--- src/rtl/core/mspc_pkg.sv ---
// ----------------------------------------------------------------------------
// mspc_pkg
// Shared types and constants of the multichannel PID speed controller.
// ----------------------------------------------------------------------------
package mspc_pkg;

  // Number of controlled channels and fraction bits of measured/setpoint.
  localparam int CHANNELS  = 6;
  localparam int FRAC_BITS = 8;
  localparam int GAIN_FRAC = 8;

  // Field widths.
  localparam int CHAN_W   = 3;
  localparam int DATA_W   = 24;
  localparam int ERR_W    = DATA_W + 1;
  localparam int INTEG_W  = 24;
  localparam int DIFF_W   = ERR_W + 1;
  localparam int GAIN_W   = 16;
  localparam int DB_W     = 16;
  localparam int ILIM_W   = 23;
  localparam int OLIM_W   = 15;
  localparam int DRIVE_W  = 16;

  // Channel index into the per-channel state.
  localparam int CH_LOG2  = (CHANNELS <= 2) ? 1 : $clog2(CHANNELS);
  localparam int CH_IDX_W = (CH_LOG2 > CHAN_W) ? CHAN_W : CH_LOG2;

  // Datapath widths of the back end.
  localparam int PP_W   = GAIN_W + 1 + ERR_W;
  localparam int PI_W   = GAIN_W + 1 + INTEG_W;
  localparam int PD_W   = GAIN_W + 1 + DIFF_W;
  localparam int ACC_W  = PD_W + 1;
  localparam int SHIFT  = FRAC_BITS + GAIN_FRAC;
  localparam int MAG_W  = ACC_W - SHIFT;

  // Configuration port.
  localparam int CFG_IDX_W  = 3;
  localparam int CFG_DATA_W = 23;

  localparam logic [CFG_IDX_W-1:0] REG_GAIN_P     = 3'd0;
  localparam logic [CFG_IDX_W-1:0] REG_GAIN_I     = 3'd1;
  localparam logic [CFG_IDX_W-1:0] REG_GAIN_D     = 3'd2;
  localparam logic [CFG_IDX_W-1:0] REG_DEAD_BAND  = 3'd3;
  localparam logic [CFG_IDX_W-1:0] REG_INTEG_LIM  = 3'd4;
  localparam logic [CFG_IDX_W-1:0] REG_OUTPUT_LIM = 3'd5;
  localparam logic [CFG_IDX_W-1:0] REG_INVERT     = 3'd6;

  // Queue between front and back end.
  localparam int IQ_DEPTH = 2;
  localparam int IQ_PTR_W = $clog2(IQ_DEPTH);
  localparam int IQ_CNT_W = IQ_PTR_W + 1;

  // Result queue.
  localparam int RQ_DEPTH = 8;
  localparam int RQ_PTR_W = $clog2(RQ_DEPTH);
  localparam int RQ_CNT_W = RQ_PTR_W + 1;

  typedef struct packed {
    logic [GAIN_W-1:0] gain_p;
    logic [GAIN_W-1:0] gain_i;
    logic [GAIN_W-1:0] gain_d;
    logic [DB_W-1:0]   dead_band;
    logic [ILIM_W-1:0] integral_limit;
    logic [OLIM_W-1:0] output_limit;
    logic              invert_sign;
  } cfg_t;

  // A classified sample: channel valid flag, channel and control error.
  typedef struct packed {
    logic                    ok;
    logic [CHAN_W-1:0]       ch;
    logic signed [ERR_W-1:0] err;
  } item_t;

endpackage

--- src/rtl/core/mspc_front.sv ---
// ----------------------------------------------------------------------------
// mspc_front
// Input side: applies the dead band, forms the error and checks the channel.
// ----------------------------------------------------------------------------
module mspc_front (
  input  logic                                in_push,
  output logic                                in_full,
  input  logic [mspc_pkg::CHAN_W-1:0]         in_channel,
  input  logic signed [mspc_pkg::DATA_W-1:0]  in_measured,
  input  logic signed [mspc_pkg::DATA_W-1:0]  in_setpoint,
  input  mspc_pkg::cfg_t                      cfg,
  input  logic                                iq_full,
  output logic                                iq_push,
  output mspc_pkg::item_t                     iq_item
);

  logic signed [mspc_pkg::ERR_W-1:0] meas_x;
  logic signed [mspc_pkg::ERR_W-1:0] sp_x;
  logic [mspc_pkg::ERR_W-1:0]        meas_abs;
  logic                              in_dead;
  logic signed [mspc_pkg::ERR_W-1:0] meas_eff;

  assign meas_x   = {in_measured[mspc_pkg::DATA_W-1], in_measured};
  assign sp_x     = {in_setpoint[mspc_pkg::DATA_W-1], in_setpoint};
  assign meas_abs = meas_x[mspc_pkg::ERR_W-1] ? (~meas_x + 1'b1) : meas_x;
  assign in_dead  = meas_abs <
                    {{(mspc_pkg::ERR_W - mspc_pkg::DB_W){1'b0}}, cfg.dead_band};
  assign meas_eff = in_dead ? '0 : meas_x;

  assign iq_item.ok  = int'(in_channel) < mspc_pkg::CHANNELS;
  assign iq_item.ch  = in_channel;
  assign iq_item.err = sp_x - meas_eff;

  assign in_full = iq_full;
  assign iq_push = in_push & ~iq_full;

endmodule

--- src/rtl/core/mspc_item_q.sv ---
// ----------------------------------------------------------------------------
// mspc_item_q
// Short queue of classified samples between the front and the back end.
// ----------------------------------------------------------------------------
module mspc_item_q (
  input  logic            clk,
  input  logic            rst_n,
  input  logic            push,
  input  mspc_pkg::item_t push_item,
  output logic            full,
  input  logic            pop,
  output logic            empty,
  output mspc_pkg::item_t head
);

  mspc_pkg::item_t                 mem_r [mspc_pkg::IQ_DEPTH];
  logic [mspc_pkg::IQ_PTR_W-1:0]   wr_ptr_r, wr_ptr_nxt;
  logic [mspc_pkg::IQ_PTR_W-1:0]   rd_ptr_r, rd_ptr_nxt;
  logic [mspc_pkg::IQ_CNT_W-1:0]   count_r, count_nxt;

  assign full  = count_r == mspc_pkg::IQ_CNT_W'(mspc_pkg::IQ_DEPTH);
  assign empty = count_r == '0;
  assign head  = mem_r[rd_ptr_r];

  always_comb begin
    wr_ptr_nxt = push ? wr_ptr_r + 1'b1 : wr_ptr_r;
    rd_ptr_nxt = pop ? rd_ptr_r + 1'b1 : rd_ptr_r;
    count_nxt  = count_r + {{(mspc_pkg::IQ_CNT_W-1){1'b0}}, push}
                         - {{(mspc_pkg::IQ_CNT_W-1){1'b0}}, pop};
  end

  always_ff @(posedge clk) begin
    if (!rst_n) begin
      wr_ptr_r <= '0;
      rd_ptr_r <= '0;
      count_r  <= '0;
    end else begin
      wr_ptr_r <= wr_ptr_nxt;
      rd_ptr_r <= rd_ptr_nxt;
      count_r  <= count_nxt;
    end
  end

  always_ff @(posedge clk) begin
    if (push) begin
      mem_r[wr_ptr_r] <= push_item;
    end
  end

endmodule

--- src/rtl/core/mspc_back.sv ---
// ----------------------------------------------------------------------------
// mspc_back
// Control law pipeline: integral and derivative update, gain products,
// sum, truncation and output clamp.
// ----------------------------------------------------------------------------
module mspc_back (
  input  logic                              clk,
  input  logic                              rst_n,
  input  mspc_pkg::cfg_t                    cfg,
  input  logic                              iq_empty,
  input  mspc_pkg::item_t                   iq_head,
  output logic                              iq_pop,
  input  logic [mspc_pkg::RQ_CNT_W-1:0]     rq_count,
  output logic                              rq_push,
  output logic signed [mspc_pkg::DRIVE_W-1:0] rq_data
);

  localparam int OCC_W  = mspc_pkg::RQ_CNT_W + 1;
  localparam int ISUM_W = mspc_pkg::ERR_W + 1;

  // Per-channel state.
  logic signed [mspc_pkg::INTEG_W-1:0] integ_r [mspc_pkg::CHANNELS];
  logic signed [mspc_pkg::ERR_W-1:0]   prev_r  [mspc_pkg::CHANNELS];

  // Stage 1: state update.
  logic                                v1_r, ok1_r;
  logic signed [mspc_pkg::ERR_W-1:0]   err1_r;
  logic signed [mspc_pkg::INTEG_W-1:0] integ1_r;
  logic signed [mspc_pkg::DIFF_W-1:0]  diff1_r;

  // Stage 2: products.
  logic                                v2_r, ok2_r;
  logic signed [mspc_pkg::PP_W-1:0]    pp_r;
  logic signed [mspc_pkg::PI_W-1:0]    pi_r;
  logic signed [mspc_pkg::PD_W-1:0]    pd_r;

  // Stage 3: sum.
  logic                                v3_r, ok3_r;
  logic signed [mspc_pkg::ACC_W-1:0]   sum_r;

  logic [OCC_W-1:0]                    occ;
  logic                                issue;
  logic [mspc_pkg::CH_IDX_W-1:0]       idx;
  logic signed [ISUM_W-1:0]            isum;
  logic signed [ISUM_W-1:0]            ilim_pos;
  logic signed [ISUM_W-1:0]            ilim_neg;
  logic signed [mspc_pkg::INTEG_W-1:0] integ_nxt;
  logic signed [mspc_pkg::DIFF_W-1:0]  diff_nxt;
  logic signed [mspc_pkg::PP_W-1:0]    pp_nxt;
  logic signed [mspc_pkg::PI_W-1:0]    pi_nxt;
  logic signed [mspc_pkg::PD_W-1:0]    pd_nxt;
  logic signed [mspc_pkg::ACC_W-1:0]   sum_nxt;
  logic [mspc_pkg::ACC_W-1:0]          sum_abs;
  logic [mspc_pkg::MAG_W-1:0]          mag;
  logic [mspc_pkg::OLIM_W-1:0]         mag_clamp;
  logic                                drv_neg;
  logic signed [mspc_pkg::DRIVE_W-1:0] drv_pos;

  // An item is taken only when the result queue has room for it and for
  // everything already in flight, so the pipeline never has to stall.
  assign occ   = {1'b0, rq_count} + OCC_W'(v1_r) + OCC_W'(v2_r) + OCC_W'(v3_r);
  assign issue = ~iq_empty & (occ < OCC_W'(mspc_pkg::RQ_DEPTH));
  assign iq_pop = issue;

  assign idx = iq_head.ch[mspc_pkg::CH_IDX_W-1:0];

  always_comb begin
    isum = ISUM_W'(integ_r[idx]) + ISUM_W'(iq_head.err);
    ilim_pos = $signed({{(ISUM_W - mspc_pkg::ILIM_W){1'b0}}, cfg.integral_limit});
    ilim_neg = -ilim_pos;
    priority if (isum > ilim_pos) begin
      integ_nxt = ilim_pos[mspc_pkg::INTEG_W-1:0];
    end else if (isum < ilim_neg) begin
      integ_nxt = ilim_neg[mspc_pkg::INTEG_W-1:0];
    end else begin
      integ_nxt = isum[mspc_pkg::INTEG_W-1:0];
    end
    diff_nxt = mspc_pkg::DIFF_W'(iq_head.err) - mspc_pkg::DIFF_W'(prev_r[idx]);
  end

  always_comb begin
    pp_nxt = $signed({1'b0, cfg.gain_p}) * err1_r;
    pi_nxt = $signed({1'b0, cfg.gain_i}) * integ1_r;
    pd_nxt = $signed({1'b0, cfg.gain_d}) * diff1_r;
    sum_nxt = mspc_pkg::ACC_W'(pp_r) + mspc_pkg::ACC_W'(pi_r)
            + mspc_pkg::ACC_W'(pd_r);
  end

  // Truncation toward zero works on the magnitude; the sign is put back
  // after the clamp.
  always_comb begin
    sum_abs   = sum_r[mspc_pkg::ACC_W-1] ? (~sum_r + 1'b1) : sum_r;
    mag       = sum_abs[mspc_pkg::ACC_W-1:mspc_pkg::SHIFT];
    mag_clamp = (mag > {{(mspc_pkg::MAG_W - mspc_pkg::OLIM_W){1'b0}},
                        cfg.output_limit})
              ? cfg.output_limit : mag[mspc_pkg::OLIM_W-1:0];
    drv_neg   = sum_r[mspc_pkg::ACC_W-1] ^ cfg.invert_sign;
    drv_pos   = $signed({1'b0, mag_clamp});
    if (!ok3_r) begin
      rq_data = '0;
    end else if (drv_neg) begin
      rq_data = -drv_pos;
    end else begin
      rq_data = drv_pos;
    end
  end

  assign rq_push = v3_r;

  always_ff @(posedge clk) begin
    if (!rst_n) begin
      v1_r <= 1'b0;
      v2_r <= 1'b0;
      v3_r <= 1'b0;
      for (int k = 0; k < mspc_pkg::CHANNELS; k++) begin
        integ_r[k] <= '0;
        prev_r[k]  <= '0;
      end
    end else begin
      v1_r <= issue;
      v2_r <= v1_r;
      v3_r <= v2_r;
      if (issue && iq_head.ok) begin
        integ_r[idx] <= integ_nxt;
        prev_r[idx]  <= iq_head.err;
      end
    end
  end

  always_ff @(posedge clk) begin
    ok1_r    <= iq_head.ok;
    err1_r   <= iq_head.err;
    integ1_r <= integ_nxt;
    diff1_r  <= diff_nxt;
    ok2_r    <= ok1_r;
    pp_r     <= pp_nxt;
    pi_r     <= pi_nxt;
    pd_r     <= pd_nxt;
    ok3_r    <= ok2_r;
    sum_r    <= sum_nxt;
  end

endmodule

--- src/rtl/core/mspc_result_q.sv ---
// ----------------------------------------------------------------------------
// mspc_result_q
// Queue of finished drive values; its head is shown on the result ports.
// ----------------------------------------------------------------------------
module mspc_result_q (
  input  logic                                 clk,
  input  logic                                 rst_n,
  input  logic                                 push,
  input  logic signed [mspc_pkg::DRIVE_W-1:0]  push_data,
  input  logic                                 pop,
  output logic                                 empty,
  output logic signed [mspc_pkg::DRIVE_W-1:0]  head,
  output logic [mspc_pkg::RQ_CNT_W-1:0]        count
);

  logic signed [mspc_pkg::DRIVE_W-1:0] mem_r [mspc_pkg::RQ_DEPTH];
  logic [mspc_pkg::RQ_PTR_W-1:0]       wr_ptr_r, wr_ptr_nxt;
  logic [mspc_pkg::RQ_PTR_W-1:0]       rd_ptr_r, rd_ptr_nxt;
  logic [mspc_pkg::RQ_CNT_W-1:0]       count_r, count_nxt;
  logic                                do_pop;

  assign empty  = count_r == '0;
  assign head   = mem_r[rd_ptr_r];
  assign count  = count_r;
  assign do_pop = pop & ~empty;

  always_comb begin
    wr_ptr_nxt = push ? wr_ptr_r + 1'b1 : wr_ptr_r;
    rd_ptr_nxt = do_pop ? rd_ptr_r + 1'b1 : rd_ptr_r;
    count_nxt  = count_r + {{(mspc_pkg::RQ_CNT_W-1){1'b0}}, push}
                         - {{(mspc_pkg::RQ_CNT_W-1){1'b0}}, do_pop};
  end

  always_ff @(posedge clk) begin
    if (!rst_n) begin
      wr_ptr_r <= '0;
      rd_ptr_r <= '0;
      count_r  <= '0;
    end else begin
      wr_ptr_r <= wr_ptr_nxt;
      rd_ptr_r <= rd_ptr_nxt;
      count_r  <= count_nxt;
    end
  end

  always_ff @(posedge clk) begin
    if (push) begin
      mem_r[wr_ptr_r] <= push_data;
    end
  end

endmodule

--- src/rtl/core/multichannel_pid_speed_controller.sv ---
// ----------------------------------------------------------------------------
// multichannel_pid_speed_controller
// PID controller for six channels with dead band, integral clamp and
// output clamp.
// ----------------------------------------------------------------------------
// The controller takes one sample per clock cycle while full is low and
// returns one drive value for each sample, in order. A sample passes through
// the sample queue, the state update, product and sum stages and the result
// queue to the result ports; the per-channel integral and previous error are
// read and written back in a single cycle, so samples for the same channel may
// follow each other without gaps. Up to eight results are held when the result
// side stalls, and full rises once the short sample queue behind the input has
// filled. A sample with a channel number of six or more gives a drive of zero
// and leaves all channel state untouched. Configuration writes are always
// ready and should be made only while no sample is in flight.
module multichannel_pid_speed_controller (
  input  logic                                  clk,
  input  logic                                  rst_n,
  input  logic                                  in_push,
  output logic                                  in_full,
  input  logic [mspc_pkg::CHAN_W-1:0]           in_channel,
  input  logic signed [mspc_pkg::DATA_W-1:0]    in_measured,
  input  logic signed [mspc_pkg::DATA_W-1:0]    in_setpoint,
  output logic                                  out_empty,
  input  logic                                  out_pop,
  output logic signed [mspc_pkg::DRIVE_W-1:0]   out_drive,
  input  logic                                  cfg_valid,
  output logic                                  cfg_ready,
  input  logic [mspc_pkg::CFG_IDX_W-1:0]        cfg_index,
  input  logic [mspc_pkg::CFG_DATA_W-1:0]       cfg_data
);

  mspc_pkg::cfg_t                      cfg_r;
  logic                                iq_push, iq_full, iq_pop, iq_empty;
  mspc_pkg::item_t                     iq_in, iq_head;
  logic                                rq_push;
  logic signed [mspc_pkg::DRIVE_W-1:0] rq_data;
  logic [mspc_pkg::RQ_CNT_W-1:0]       rq_count;

  assign cfg_ready = 1'b1;

  always_ff @(posedge clk) begin
    if (!rst_n) begin
      cfg_r <= '0;
    end else if (cfg_valid) begin
      unique case (cfg_index)
        mspc_pkg::REG_GAIN_P:     cfg_r.gain_p <= cfg_data[mspc_pkg::GAIN_W-1:0];
        mspc_pkg::REG_GAIN_I:     cfg_r.gain_i <= cfg_data[mspc_pkg::GAIN_W-1:0];
        mspc_pkg::REG_GAIN_D:     cfg_r.gain_d <= cfg_data[mspc_pkg::GAIN_W-1:0];
        mspc_pkg::REG_DEAD_BAND:  cfg_r.dead_band <= cfg_data[mspc_pkg::DB_W-1:0];
        mspc_pkg::REG_INTEG_LIM:  cfg_r.integral_limit <= cfg_data[mspc_pkg::ILIM_W-1:0];
        mspc_pkg::REG_OUTPUT_LIM: cfg_r.output_limit <= cfg_data[mspc_pkg::OLIM_W-1:0];
        mspc_pkg::REG_INVERT:     cfg_r.invert_sign <= cfg_data[0];
        default: begin
        end
      endcase
    end
  end

  mspc_front u_front (
    .in_push     (in_push),
    .in_full     (in_full),
    .in_channel  (in_channel),
    .in_measured (in_measured),
    .in_setpoint (in_setpoint),
    .cfg         (cfg_r),
    .iq_full     (iq_full),
    .iq_push     (iq_push),
    .iq_item     (iq_in)
  );

  mspc_item_q u_item_q (
    .clk       (clk),
    .rst_n     (rst_n),
    .push      (iq_push),
    .push_item (iq_in),
    .full      (iq_full),
    .pop       (iq_pop),
    .empty     (iq_empty),
    .head      (iq_head)
  );

  mspc_back u_back (
    .clk      (clk),
    .rst_n    (rst_n),
    .cfg      (cfg_r),
    .iq_empty (iq_empty),
    .iq_head  (iq_head),
    .iq_pop   (iq_pop),
    .rq_count (rq_count),
    .rq_push  (rq_push),
    .rq_data  (rq_data)
  );

  mspc_result_q u_result_q (
    .clk       (clk),
    .rst_n     (rst_n),
    .push      (rq_push),
    .push_data (rq_data),
    .pop       (out_pop),
    .empty     (out_empty),
    .head      (out_drive),
    .count     (rq_count)
  );

endmodule

--- config.mk ---
export PLATFORM = sky130hd
export DESIGN_NAME = multichannel_pid_speed_controller
export DESIGN_NICKNAME = d
export VERILOG_FILES = /design/src/rtl/core/mspc_pkg.sv /design/src/rtl/core/mspc_front.sv /design/src/rtl/core/mspc_item_q.sv /design/src/rtl/core/mspc_back.sv /design/src/rtl/core/mspc_result_q.sv /design/src/rtl/core/multichannel_pid_speed_controller.sv
export SDC_FILE = /design/constraint.sdc
export NUM_CORES = 2
export LEC_CHECK = 0
export BUFFER_PORTS_ARGS = -buffer_cell sky130_fd_sc_hd__buf_2
export CORE_ASPECT_RATIO = 0.5
export CORE_MARGIN = 8
export CORE_UTILIZATION = 60
export DETAILED_ROUTE_END_ITERATION = 10
export PLACE_DENSITY = 0.76
export SLEW_MARGIN = 15
export SYNTH_ARGS = -nofsm -noshare
export SYNTH_HDL_FRONTEND = slang
export SYNTH_SLANG_ARGS = --single-unit
--- constraint.sdc ---
create_clock -name clk -period 9 [get_ports clk]
set_input_delay 0.9 -clock clk [delete_from_list [all_inputs] [get_ports clk]]
set_output_delay 0.9 -clock clk [all_outputs]
set_load 0.02 [all_outputs]
==> results.md <==
Status:
- The run finished with clean final reports.

Power:
- The register share of total power is 32.0%.
- The share of total power dissipated in the clock network is 17.7%.
- The proportion of total power due to net switching is 47.12%.
- The analysis attributes to cell leakage a power of 43.03 nW.
- Combinational logic burns 50.3% of the power.
- The peak ir drop on the vdd network is 0.0002622 V.
- The reported net switching power is 9.876 mW.
- The internal power of the cells totals 11.08 mW.
- For this design the ratio of total power to cell area is 224.2 mW/mm^2.

STA:
- The relative max-transition margin is 5.946%.
- Static timing analysis puts the maximum clock frequency at 124.5 MHz.
- The minimum clock period after layout is 8029 ps.
- The worst clock skew is 85.89 ps.
- Setup violations remaining at the end of the flow were counted as 0.
- The final-report hold violation count came to 0.
- The pin slew with the least headroom to its limit is 1411 ps.
- Setup repair after global routing left no endpoint under its margin.
- In the final timing run, aggregate negative setup slack is 0 ps.
- The number of pins with negative max-slew slack in the final report came to 0.
- The share of the clock period used by the worst path after layout is 89.22%.

Clock network:
- The H-tree depth is 3.
- In this run, CTS created clock tree buffers numbering 84.
- The number of buffers on the longest clock path is 3.
- The clock tree root buffer cell is clkbuf_16.
- After clock tree synthesis, the clock-pin slew on the worst setup and hold paths is 70 ps.
- The hold buffer count at cts is 0.
- The TritonCTS sink count is 950.
- TritonCTS built the clock tree.
- The clock latency reported for the late side of the worst-skew pair is 760 ps.
- The count of cells resized by post-cts repair is 0.
- The setup fix buffers added after clock tree synthesis is 0.

Finish:
- The non-filler instance count after layout is 10701.
- The post-route netlist has 6.587% of its cells at a drive strength greater than 1.
- The area growth from synthesis to layout is 6.350%.
- After routing the design area is 0.09346 mm^2.
- The multi-input combinational cells in the finished layout cover a total of 0.05582 mm^2.
- The final-layout fill cell count is 11343.
- In the final design database the tool counted 10453 nets.
- The register area is 0.02481 mm^2.

Place:
- After detailed placement, the total cell area comes to 0.09052 mm^2.
- The cell count after placement is 10515.
- The wire-length estimate of the detail-placed layout is 179.7 mm.
- The congestion estimate from routability-driven global placement came to 0.9732.
- Buffers placed on the I/O ports in this run total 99.

Logic synthesis:
- The number of flops mapped to enable cells by yosys is 578.
- The combined area of all synthesized cells is 0.08788 mm^2.
- For this run, asynchronously set or reset flops after synthesis account for 0%.
- The synthesized netlist cell count is 8677.
- The commonest register cell after synthesis is edfxtp_1.
- The number of distinct standard cells referenced by the synthesized netlist is 88.
- Sequential cells were found to cover 28.23% of the synthesized design area.
- Yosys printed 0 warnings.
- The synthesized net count is 10498.
- After synthesis the netlist holds a flip-flop and latch count of 950.
- The average instance area after synthesis is 10.13 um^2.

Critical path:
- Grouping stages by cell kind, the critical path spends the most delay in compound AO/OA/AOI/OAI gates.
- The critical path endpoint category is a flop.
- At the worst endpoint, the arrival time is 8440 ps.
- Walking the worst path, the cells encountered are mux2i_4, buf_4, buf_4, mux4_2, nand2_1, nand2_1, ha_1, a21oi_1, o21bai_1, a21oi_1, o21ai_0, a21oi_1, o21a_1, o311ai_0, ha_1, a21o_1, a21o_1, a221oi_1, a221oi_1, a2111oi_0, a21oi_1, buf_4, a211oi_1, nor3_1.
- Of all nets on the critical path, the largest fanout is 17.
- The startpoint kind of the worst setup timing path is a flop.
- The buffers plus inverters on the worst setup path is 3.
- The longest individual stage delay on the worst path is 880 ps.
- The critical setup path kind is reg -> reg.
- The cell repeated most along the worst path is a21oi_1.
- The slowest stage of the critical path is the o311ai_0 cell.
- Data on the critical path is required at its endpoint by 9410 ps.

Global route:
- The global-route wire length before repair is 374.4 mm.
- The number of global-route vias before repair came to 64791.
- The total overflow left after global routing is 0.
- The aggregate global-route resource usage is 30.49%.
- The initial antenna violation count is 36.
- Entering global routing, the biggest net connects 78 pins.

Floorplanning:
- The floorplan row count is 99.
- The effective utilization at floorplan is 60.38%.
- The area of the die is 0.1597 mm^2.
- The width of the chip is 557.2 um.
- The die is 286.6 um tall.
- The top-level port count is 101.
- The region available for standard cell placement spans 0.1455 mm^2.

Route:
- The detail-routed via count per cell is 5.858.
- The violation count after the first detailed-route iteration is 6216.
- The total wirelength of the detailed-routed design is 239.8 mm.
- The number of optimization iterations in the first detailed-route pass is 6.
- For this run, design rule violations remaining after detail routing come to 0.
- The final route contains 62683 vias.
- Once detail routing completed, the nets flagged for antenna violations numbered 0.
- The detailed-route wire length per cell is 22.41 um.

Min path:
- The min-delay analysis places its worst path in the category reg -> reg.

Job:
- Across the run, the number of max-cap violations was 0.
through the flow:
step                util [%]  setup slack (ps)  power [mW]  hold WS (ps)
floorplan                  -              2073       12.88         309.6
global placement       62.19              1333       16.62         312.3
detailed placement     62.19              1139       16.77         312.1
CTS                    64.11              1098       20.51         310.3
global route           64.16             404.3       22.07         323.8
finish                 64.21             970.6       20.96         325.3
cells in the mapped netlist, types with 130 or more instances:
master	number	area share, %
a21oi_1	241	1.4
ha_1	517	7.4
mux4_2	130	3.3
o21ai_0	160	0.91
nor2_1	397	1.7
fa_1	1222	28
nand2_1	1191	5.1
edfxtp_1	578	20
dfxtp_1	372	8.5
xnor2_1	217	2.2
and2_1	505	3.6
inv_1	1627	6.9
clkbuf_1	315	1.3
final cells by class:
| type | count | area share, % |
|---|---|---|
| tap | 1969 | 2.636 |
| multi-input combinational | 5752 | 59.72 |
| inverter | 1627 | 6.535 |
| antenna | 33 | 0.08836 |
| clock inverter | 46 | 0.5743 |
| sequential | 950 | 26.54 |
| clock buffer | 107 | 2.418 |
| timing repair buffer | 217 | 1.481 |
power by group through the flow:
stage          combinational [mW]  sequential (mW)  clock (mW)
5_1_grt                      11.4             6.74        3.91
2_1_floorplan                7.07             5.81           0
3_3_place_gp                 9.93             6.69           0
4_1_cts                      10.1             6.63        3.74
3_5_place_dp                 10.1             6.72           0
6_report                     10.5             6.70        3.71
registers in the layout (all words and copies together), names as in the netlist, 2 cells and up, named ones only:
name                 flops
u_back.pd_r             43
u_result_q.count         4
u_result_q.wr_ptr_r      3
u_back.integ_r         192
u_back.pi_r             41
cfg_r                  103
u_result_q.mem_r       128
u_back.sum_r            44
u_back.prev_r          200
u_item_q.count_r         2
u_item_q.mem_r          58
u_result_q.rd_ptr_r      3
u_back.pp_r             42
u_back.integ1_r         24
u_back.diff1_r          26
u_back.err1_r           25
cell usage in the layout, fill, tap and decap left out, types with 46 or more instances in the layout:
| cell type | instances |
|---|---|
| inv_1 | 1627 |
| fa_1 | 1222 |
| nand2_1 | 1185 |
| edfxtp_1 | 578 |
| ha_1 | 517 |
| and2_1 | 505 |
| nor2_1 | 396 |
| dfxtp_1 | 369 |
| a21oi_1 | 241 |
| xnor2_1 | 210 |
| o21ai_0 | 159 |
| mux4_2 | 130 |
| buf_4 | 119 |
| a21o_1 | 116 |
| a21boi_0 | 116 |
| buf_2 | 98 |
| nor3_1 | 87 |
| clkbuf_16 | 85 |
| nor2b_1 | 71 |
| xor2_1 | 68 |
| nand3_1 | 63 |
| o21a_1 | 60 |
| nand2b_1 | 54 |
| mux2i_1 | 53 |
| mux2_2 | 46 |
final timing paths:
check                     endpoint  slack, ps  cells after the start    startpoint
max          u_back.integ_r[5][18]        970                     24          flop
min                   u_back.ok3_r        330                      0  u_back.ok2_r
max reg2reg  u_back.integ_r[5][18]        970                     24          flop
min reg2reg           u_back.ok3_r        330                      0  u_back.ok2_r
kinds of logic (layout without fill, tap and decap cells):
family | after synthesis | after routing | synth area share [%]
buf+inv | 1975 | 1997 | 8.466
compound gates | 962 | 962 | 7.283
flops | 950 | 950 | 28.23
mux | 233 | 233 | 4.578
other cells | 1 | 34 | 0.004267
simple gates | 2531 | 2531 | 13.39
xor+xnor | 286 | 286 | 2.850
fa+ha+maj | 1739 | 1739 | 35.20
per-layer routing:
| layer | global-route usage [%] | part of all wire (%) | vias to the layer above |
|---|---|---|---|
| met4 | 10.95 | 3.9 | 32 |
| met5 | 0 | 0.11 | - |
| met2 | 47.13 | 44 | 3154 |
| met3 | 10.10 | 13 | 587 |
| met1 | 40.50 | 39 | 31383 |
| li1 | - | - | 27527 |
No activity file was read; power rests on OpenSTA's default activity.
